===== config.mk =====
export PLATFORM = sky130hd
export DESIGN_NAME = nmea_field_parser_top
export DESIGN_NICKNAME = d
export VERILOG_FILES = /design/src/rtl/nfp_pkg.sv /design/src/rtl/nmea_field_parser_top.sv
export SDC_FILE = /design/constraint.sdc
export NUM_CORES = 1
export LEC_CHECK = 0
export BUFFER_PORTS_ARGS = -buffer_cell sky130_fd_sc_hd__buf_2
export CORE_ASPECT_RATIO = 0.75
export CORE_MARGIN = 1
export CORE_UTILIZATION = 41
export CTS_CLUSTER_SIZE = 24
export DETAILED_ROUTE_END_ITERATION = 8
export GPL_ROUTABILITY_DRIVEN = 0
export GPL_TIMING_DRIVEN = 1
export PLACE_DENSITY_LB_ADDON = 0.2
export SLEW_MARGIN = 15
export SYNTH_ARGS = -nofsm -noshare
export SYNTH_HDL_FRONTEND = slang
export SYNTH_SLANG_ARGS = --single-unit

===== constraint.sdc =====
create_clock -name clk_i -period 9.5 [get_ports clk_i]
set_input_delay 0.95 -clock clk_i [delete_from_list [all_inputs] [get_ports clk_i]]
set_output_delay 0.95 -clock clk_i [all_outputs]
set_load 0.02 [all_outputs]

===== src/rtl/nfp_pkg.sv =====
// Package for the NMEA field parser: character codes, value limits and the
// result record shared by the parser logic. No dependencies.
`default_nettype none

package nfp_pkg;

  localparam logic [7:0] CharDollar = 8'h24;
  localparam logic [7:0] CharComma  = 8'h2C;
  localparam logic [7:0] CharStar   = 8'h2A;
  localparam logic [7:0] CharDot    = 8'h2E;
  localparam logic [7:0] CharMinus  = 8'h2D;
  localparam logic [7:0] CharSpace  = 8'h20;
  localparam logic [7:0] CharLowZ   = 8'h7A;
  localparam logic [7:0] CharZero   = 8'h30;
  localparam logic [7:0] CharNine   = 8'h39;

  localparam int unsigned AddrChars = 5;
  localparam int unsigned AddrW     = 8 * AddrChars;

  localparam logic [3:0] FracLimitReset = 4'd5;
  localparam logic [3:0] FracLimitMax   = 4'd9;

  localparam logic [35:0] PosLimit = 36'h0_7FFF_FFFF;
  localparam logic [35:0] NegLimit = 36'h0_8000_0000;

  typedef struct packed {
    logic [AddrW-1:0]  sentence_address;
    logic [5:0]        field_number;
    logic signed [31:0] field_value;
    logic [3:0]        frac_digits;
    logic [7:0]        first_char;
    logic              is_numeric;
    logic              overflowed;
    logic              last_field;
  } result_t;

endpackage

`default_nettype wire


===== src/rtl/nmea_field_parser_top.sv =====
// NMEA-0183 sentence field parser, top level.
// Depends on nfp_pkg for character codes, limits and the result record.
`default_nettype none

// The parser takes one character per transaction and returns one result per
// closed field: the latched address, the field ordinal, the signed value with
// its kept fraction digits, the first byte and status flags. It sustains one
// character per clock cycle except while a field-closing character stalls.
// A character is held in an input register, where the accumulate-by-ten and
// flag update run, and the result lands in an output register; a character
// that closes a field waits in the input register only while the output
// register holds a result not yet taken.
module nmea_field_parser_top import nfp_pkg::*; #(
  parameter int unsigned MAX_FIELD = 63
) (
  input  wire logic               clk_i,
  input  wire logic               rst_ni,
  input  wire logic               cfg_valid_i,
  output      logic               cfg_ready_o,
  input  wire logic [3:0]         cfg_data_i,
  input  wire logic               in_valid_i,
  output      logic               in_ready_o,
  input  wire logic [7:0]         in_byte_i,
  output      logic               out_valid_o,
  input  wire logic               out_ready_i,
  output      logic [AddrW-1:0]   sentence_address_o,
  output      logic [5:0]         field_number_o,
  output      logic signed [31:0] field_value_o,
  output      logic [3:0]         frac_digits_o,
  output      logic [7:0]         first_char_o,
  output      logic               is_numeric_o,
  output      logic               overflowed_o,
  output      logic               last_field_o
);

  logic [3:0] frac_lim_q;

  logic       in_valid_q;
  logic [7:0] in_byte_q;

  logic             in_sentence_q, in_sentence_d;
  logic [5:0]       field_count_q, field_count_d;
  logic [AddrW-1:0] addr_q, addr_d;
  logic [2:0]       addr_len_q, addr_len_d;
  logic [31:0]      acc_q, acc_d;
  logic [3:0]       frac_q, frac_d;
  logic             neg_q, neg_d, dot_q, dot_d, bad_q, bad_d;
  logic             ovf_q, ovf_d, started_q, started_d;
  logic [7:0]       first_q, first_d;

  logic    out_valid_q;
  result_t res_q, res_d;

  logic [7:0]  b;
  logic        illegal, term, res_c, stall, proc;
  logic [3:0]  lim_frac;
  logic [35:0] acc_x10, limit;
  logic [31:0] mag;

  assign cfg_ready_o = 1'b1;
  assign b        = in_byte_q;
  assign illegal  = (b < CharSpace) || (b > CharLowZ);
  assign term     = (b == CharComma) || (b == CharStar) || illegal;
  assign res_c    = in_valid_q && in_sentence_q && (field_count_q != 6'd0) && term;
  assign stall    = res_c && out_valid_q && !out_ready_i;
  assign proc     = in_valid_q && !stall;
  assign in_ready_o = !in_valid_q || !stall;

  assign lim_frac = (frac_lim_q > FracLimitMax) ? FracLimitMax : frac_lim_q;
  assign acc_x10  = ({4'd0, acc_q} << 3) + ({4'd0, acc_q} << 1)
                  + {32'd0, b[3:0] - CharZero[3:0]};
  assign limit    = neg_q ? NegLimit : PosLimit;

  always_comb begin
    in_sentence_d = in_sentence_q;
    field_count_d = field_count_q;
    addr_d        = addr_q;
    addr_len_d    = addr_len_q;
    acc_d         = acc_q;
    frac_d        = frac_q;
    neg_d         = neg_q;
    dot_d         = dot_q;
    bad_d         = bad_q;
    ovf_d         = ovf_q;
    started_d     = started_q;
    first_d       = first_q;

    mag = bad_q ? 32'd0 : acc_q;
    res_d.sentence_address = addr_q;
    res_d.field_number     = field_count_q;
    res_d.field_value      = neg_q ? -$signed(mag) : $signed(mag);
    res_d.frac_digits      = bad_q ? 4'd0 : frac_q;
    res_d.first_char       = started_q ? first_q : b;
    res_d.is_numeric       = !bad_q;
    res_d.overflowed       = !bad_q && ovf_q;
    res_d.last_field       = (b != CharComma);

    if (b == CharDollar) begin
      in_sentence_d = 1'b1;
      field_count_d = 6'd0;
      addr_d        = '0;
      addr_len_d    = 3'd0;
      acc_d = '0; frac_d = '0; first_d = '0;
      {neg_d, dot_d, bad_d, ovf_d, started_d} = '0;
    end else if (!in_sentence_q) begin
      // Bytes between sentences are dropped.
    end else if (field_count_q == 6'd0) begin
      if (b == CharComma) begin
        field_count_d = 6'd1;
        acc_d = '0; frac_d = '0; first_d = '0;
        {neg_d, dot_d, bad_d, ovf_d, started_d} = '0;
      end else if (term) begin
        in_sentence_d = 1'b0;
      end else if (addr_len_q < 3'(AddrChars)) begin
        for (int i = 0; i < AddrChars; i++) begin
          if (addr_len_q == 3'(AddrChars - 1 - i)) begin
            addr_d[i*8 +: 8] = b;
          end
        end
        addr_len_d = addr_len_q + 3'd1;
      end
    end else if (!term) begin
      started_d = 1'b1;
      if (!started_q) begin
        first_d = b;
      end
      if (!bad_q) begin
        if (b == CharMinus) begin
          if (!started_q) neg_d = 1'b1;
          else            bad_d = 1'b1;
        end else if (b == CharDot) begin
          if (dot_q) bad_d = 1'b1;
          else       dot_d = 1'b1;
        end else if (b >= CharZero && b <= CharNine) begin
          // Fraction digits beyond the limit are skipped entirely.
          if (!(dot_q && frac_q >= lim_frac)) begin
            if (dot_q) begin
              frac_d = frac_q + 4'd1;
            end
            if (!ovf_q) begin
              if (acc_x10 > limit) begin
                acc_d = limit[31:0];
                ovf_d = 1'b1;
              end else begin
                acc_d = acc_x10[31:0];
              end
            end
          end
        end else begin
          bad_d = 1'b1;
        end
      end
    end else begin
      if (b != CharComma) begin
        in_sentence_d = 1'b0;
      end else if (field_count_q < 6'(MAX_FIELD)) begin
        field_count_d = field_count_q + 6'd1;
      end
      acc_d = '0; frac_d = '0; first_d = '0;
      {neg_d, dot_d, bad_d, ovf_d, started_d} = '0;
    end
  end

  always_ff @(posedge clk_i or negedge rst_ni) begin
    if (!rst_ni) begin
      frac_lim_q    <= FracLimitReset;
      in_valid_q    <= 1'b0;
      in_sentence_q <= 1'b0;
      field_count_q <= '0;
      addr_q        <= '0;
      addr_len_q    <= '0;
      acc_q         <= '0;
      frac_q        <= '0;
      neg_q         <= 1'b0;
      dot_q         <= 1'b0;
      bad_q         <= 1'b0;
      ovf_q         <= 1'b0;
      started_q     <= 1'b0;
      first_q       <= '0;
      out_valid_q   <= 1'b0;
    end else begin
      if (cfg_valid_i && cfg_ready_o) begin
        frac_lim_q <= cfg_data_i;
      end
      if (in_ready_o) begin
        in_valid_q <= in_valid_i;
      end
      if (proc) begin
        in_sentence_q <= in_sentence_d;
        field_count_q <= field_count_d;
        addr_q        <= addr_d;
        addr_len_q    <= addr_len_d;
        acc_q         <= acc_d;
        frac_q        <= frac_d;
        neg_q         <= neg_d;
        dot_q         <= dot_d;
        bad_q         <= bad_d;
        ovf_q         <= ovf_d;
        started_q     <= started_d;
        first_q       <= first_d;
      end
      if (proc && res_c) begin
        out_valid_q <= 1'b1;
      end else if (out_ready_i) begin
        out_valid_q <= 1'b0;
      end
    end
  end

  always_ff @(posedge clk_i) begin
    if (in_ready_o) begin
      in_byte_q <= in_byte_i;
    end
    if (proc && res_c) begin
      res_q <= res_d;
    end
  end

  assign out_valid_o        = out_valid_q;
  assign sentence_address_o = res_q.sentence_address;
  assign field_number_o     = res_q.field_number;
  assign field_value_o      = res_q.field_value;
  assign frac_digits_o      = res_q.frac_digits;
  assign first_char_o       = res_q.first_char;
  assign is_numeric_o       = res_q.is_numeric;
  assign overflowed_o       = res_q.overflowed;
  assign last_field_o       = res_q.last_field;

  // The field ordinal never passes its ceiling.
  a_field_count_cap: assert property (@(posedge clk_i) disable iff (!rst_ni)
    field_count_q <= 6'(MAX_FIELD))
    else $error("field count above its ceiling");

  // A result always belongs to a field after the address.
  a_field_number_nonzero: assert property (@(posedge clk_i) disable iff (!rst_ni)
    out_valid_o |-> field_number_o != 6'd0)
    else $error("result with field number zero");

  // A non-numeric field reports a zero value and no overflow or fraction.
  a_nonnumeric_zero: assert property (@(posedge clk_i) disable iff (!rst_ni)
    (out_valid_o && !is_numeric_o) |->
      (field_value_o == 32'sd0 && !overflowed_o && frac_digits_o == 4'd0))
    else $error("non-numeric field carries a value");

  // Kept fraction digits never exceed nine.
  a_frac_bound: assert property (@(posedge clk_i) disable iff (!rst_ni)
    frac_q <= FracLimitMax)
    else $error("fraction count above nine");

  // A terminator held back by a full output stage is not lost.
  a_stall_holds: assert property (@(posedge clk_i) disable iff (!rst_ni)
    stall |=> (in_valid_q && $stable(in_byte_q)))
    else $error("stalled terminator dropped");

endmodule

`default_nettype wire

==> metrics.json <==
{
  "run_status": {"value": "complete, no violations"},
  "vias_per_cell": {"value": 5.64},
  "seq_area": {"value": 0.00566, "unit": "mm^2"},
  "ys_async_sr_fraction": {"value": 51.0, "unit": "%"},
  "post_cts_resized": {"value": 0},
  "ys_ff_latch": {"value": 206},
  "cts_sinks": {"value": 206},
  "htree_num_levels": {"value": 1},
  "skew": {"value": 0.0120, "unit": "ns"},
  "arrival": {"value": 6.67, "unit": "ns"},
  "start_util": {"value": 41.7, "unit": "%"},
  "power": {"value": 2060, "unit": "uW"},
  "crit_path_start_kind": {"value": "flop"},
  "rsz0062_at_grt": {"value": "no"},
  "post_synth.cell_area_avg": {"value": 10.7, "unit": "um^2"},
  "post_synthesis_net_count": {"value": 1218},
  "die_h": {"value": 148, "unit": "um"},
  "antenna_found_initial": {"value": 0},
  "fp.coreArea": {"value": 0.0280, "unit": "mm^2"},
  "yosys.cell_count.top_type": {"value": "sky130_fd_sc_hd__nand2_1"},
  "period_minus_slack": {"value": 6.23, "unit": "ns"},
  "drt_pre_antenna_iters": {"value": 5},
  "first_global_vias": {"value": 8317},
  "die_area": {"value": 0.0292, "unit": "mm^2"},
  "worst_relative_slew_slack": {"value": 30.5, "unit": "%"},
  "critical_path.endpoint_type": {"value": "flop"},
  "synth_area_leaders": {"value": "sky130_fd_sc_hd__edfxtp_1, sky130_fd_sc_hd__dfrtp_1, sky130_fd_sc_hd__ha_1"},
  "worst_setup_hold_path_clk_slew": {"value": 0.06, "unit": "ns"},
  "n_fill_cell": {"value": 2598},
  "netlist_top_cells_count": {"value": "sky130_fd_sc_hd__nand2_1, sky130_fd_sc_hd__ha_1, sky130_fd_sc_hd__dfrtp_1"},
  "grt_max_degree": {"value": 77},
  "synthDominantCellAreaShare": {"value": 26.0, "unit": "%"},
  "wl_per_cell": {"value": 18.8, "unit": "um"},
  "final_layout_size_suffix_gt1_share": {"value": 16.8, "unit": "%"},
  "drt-total-wl": {"value": 30.0, "unit": "mm"},
  "synth-edff-count": {"value": 101},
  "drv_cap": {"value": 0},
  "grt_use_total": {"value": 20.8, "unit": "%"},
  "synth.lib_cells_used.distinct": {"value": 74},
  "cts_tree": {"value": "done"},
  "num_vias": {"value": 8979},
  "place.detailed.instances": {"value": 1551},
  "numPortBuffers": {"value": 111},
  "die_x": {"value": 197, "unit": "um"},
  "final.setup.tns": {"value": 0, "unit": "ns"},
  "worst_max_slew_pin_slew": {"value": 1.04, "unit": "ns"},
  "power.density_cell_area": {"value": 155, "unit": "mW/mm^2"},
  "clk_latency": {"value": 0.51, "unit": "ns"},
  "std_cell_rows": {"value": 53},
  "static-leakage-power": {"value": 0.00591, "unit": "uW"},
  "layout-area-overhead-vs-synth": {"value": 14.2, "unit": "%"},
  "mappedNetlistArea": {"value": 0.0117, "unit": "mm^2"},
  "critPathMaxFanout": {"value": 19},
  "cts.root.buffer_cell": {"value": "sky130_fd_sc_hd__clkbuf_16"},
  "ir_worst_vdd": {"value": 0.000108, "unit": "V"},
  "finalCritPeriodShare": {"value": 65.6, "unit": "%"},
  "yosys_most_used_dff": {"value": "sky130_fd_sc_hd__dfrtp_1"},
  "seq_area_frac_synth": {"value": 48.5, "unit": "%"},
  "max_clock_freq": {"value": 161, "unit": "MHz"},
  "dp_hpwl": {"value": 21.4, "unit": "mm"},
  "layout.cell_area.non_filler": {"value": 0.0133, "unit": "mm^2"},
  "number_of_drc_markers_after_the_initial_detailed_route_iteration": {"value": 665},
  "overall_overflow_remaining_after_global_route": {"value": 0},
  "post_layout_nonfiller_instances": {"value": 1591},
  "setup_viol_count_final": {"value": 0},
  "area_occupied_by_multi_input_gates": {"value": 0.00573, "unit": "mm^2"},
  "antenna_cells": {"value": 0},
  "cp_data_required_time": {"value": 9.94, "unit": "ns"},
  "cts.repair_timing.setup_buffer_count": {"value": 0},
  "holdBufCountCts": {"value": 0},
  "ant_nets": {"value": 0},
  "io_pins": {"value": 113},
  "grt_first_pass_wirelength": {"value": 47.9, "unit": "mm"},
  "design.final.nets": {"value": 1317},
  "worst-setup-path-type": {"value": "reg -> reg"},
  "report.final.hold_viol_count": {"value": 0},
  "syn-instance-count": {"value": 1091},
  "max_buffers_root_to_sink": {"value": 3},
  "drcViolationCount": {"value": 0},
  "dpl-instance-area": {"value": 0.0126, "unit": "mm^2"},
  "min_path_type": {"value": "reg -> reg"},
  "cts_inserted_buffers": {"value": 22},
  "synthesis.yosys.warnings": {"value": 0},
  "yosysTopAreaCell": {"value": "sky130_fd_sc_hd__edfxtp_1"},
  "slew_viol_final": {"value": 0}
}
path summary, 6_finish.rpt:
kind / startpoint / endpoint / slack [ns] / cells after the start
min reg2reg: addr_q[14]$_DFFE_PN0P_ / sentence_address_o[14]$_DFFE_PP_ / 0.44 / 0
max: b[1]$_DFFE_PP_ / acc_q[9]$_DFFE_PN0P_ / 3.27 / 22
min: addr_q[14]$_DFFE_PN0P_ / sentence_address_o[14]$_DFFE_PP_ / 0.44 / 0
max reg2reg: b[1]$_DFFE_PP_ / acc_q[9]$_DFFE_PN0P_ / 3.27 / 22
max in group asynchronous: rst_ni / neg_q$_DFFE_PN0P_ / 7.76 / 2
min in group asynchronous: rst_ni / addr_q[7]$_DFFE_PN0P_ / 0.51 / 1
sequential cells by signal, summed over array words and instances, names as in the netlist, 3 cells and up:
register and count:
acc_q 32, addr_len_q 3, frac_q 4, addr_q 40
b 8, frac_digits_o 4, sentence_address_o 40, field_value_o 32
field_count_q 6, first_q 8, field_number_o 6, frac_lim_q 4
first_char_o 8
cell families after synthesis:
logic type                 synth area share (%)
AOI/OAI and AO/OA                          17.7
xor gates and xnor gates                   3.30
adders and majority gates                  11.9
buffers and inverters                      2.56
DFF                                        48.5
muxes                                      2.40
other                                    0.0321
and+or+nand+nor                            13.6
critical path, stage by stage (launching register included):
cell and delay, ns:
sky130_fd_sc_hd__edfxtp_1 0.61, sky130_fd_sc_hd__ha_1 0.31, sky130_fd_sc_hd__ha_1 0.21, sky130_fd_sc_hd__fa_1 0.43, sky130_fd_sc_hd__a211oi_1 0.30, sky130_fd_sc_hd__o211ai_1 0.15, sky130_fd_sc_hd__a221oi_2 0.50, sky130_fd_sc_hd__a311oi_2 0.26
sky130_fd_sc_hd__a21oi_1 0.34, sky130_fd_sc_hd__nor2_1 0.09, sky130_fd_sc_hd__nor2_1 0.12, sky130_fd_sc_hd__xnor2_1 0.11, sky130_fd_sc_hd__ha_1 0.30, sky130_fd_sc_hd__nand2_1 0.05, sky130_fd_sc_hd__o21a_1 0.19, sky130_fd_sc_hd__a22o_1 0.20
sky130_fd_sc_hd__a31oi_1 0.15, sky130_fd_sc_hd__o22ai_1 0.10, sky130_fd_sc_hd__o211a_1 0.13, sky130_fd_sc_hd__and4_1 0.19, sky130_fd_sc_hd__a2111oi_4 0.82, sky130_fd_sc_hd__buf_4 0.42, sky130_fd_sc_hd__a221o_1 0.17
report_power, final:
group          leakage (uW)  switching (uW)  internal [uW]
Sequential          0.00229            25.2            955
Clock              0.000356             356            521
Combinational       0.00327             139           64.7
Total               0.00591             520           1540
final cells by class:
type                       instances  area share [%]
timing repair buffer             122            4.80
multi-input combinational        815            43.0
sequential                       206            42.5
tap                              385            3.61
clock inverter                     9           0.732
inverter                          23           0.647
clock buffer                      31            4.77
cells in the final DEF, fill, tap and decap left out, types with 12 or more instances in the layout:
cell,n
sky130_fd_sc_hd__nand2_1,116
sky130_fd_sc_hd__o21ai_0,92
sky130_fd_sc_hd__ha_1,108
sky130_fd_sc_hd__xnor2_1,26
sky130_fd_sc_hd__a221o_1,31
sky130_fd_sc_hd__xor2_1,18
sky130_fd_sc_hd__buf_2,110
sky130_fd_sc_hd__buf_4,12
sky130_fd_sc_hd__nand4_1,24
sky130_fd_sc_hd__edfxtp_1,101
sky130_fd_sc_hd__a21oi_1,90
sky130_fd_sc_hd__nor3_1,15
sky130_fd_sc_hd__clkbuf_16,23
sky130_fd_sc_hd__nand3_1,18
sky130_fd_sc_hd__mux2_2,24
sky130_fd_sc_hd__nor2b_1,15
sky130_fd_sc_hd__a21o_1,15
sky130_fd_sc_hd__nor2_1,58
sky130_fd_sc_hd__inv_1,21
sky130_fd_sc_hd__a31oi_1,12
sky130_fd_sc_hd__dfrtp_1,102
routing by layer:
layer	GRT usage [%]	vias up	part of all wire, %	wire, um
met3	3.31	32	6.3	1890
met1	33.6	4361	52	15700
li1	-	4306	-	-
met4	3.84	0	1.5	448
met2	29.0	280	40	11900
met5	0	-	0	0
stage by stage:
step           hold slack [ns]  util [%]  setup WS (ns)
2_1_floorplan            0.417         -          0.856
3_3_place_gp             0.425      45.0           3.39
3_5_place_dp             0.429      45.0           3.36
4_1_cts                  0.445      47.6           3.31
5_1_grt                  0.453      47.6           2.84
6_report                 0.442      47.6           3.27
Power figures use the tool's default switching activity.
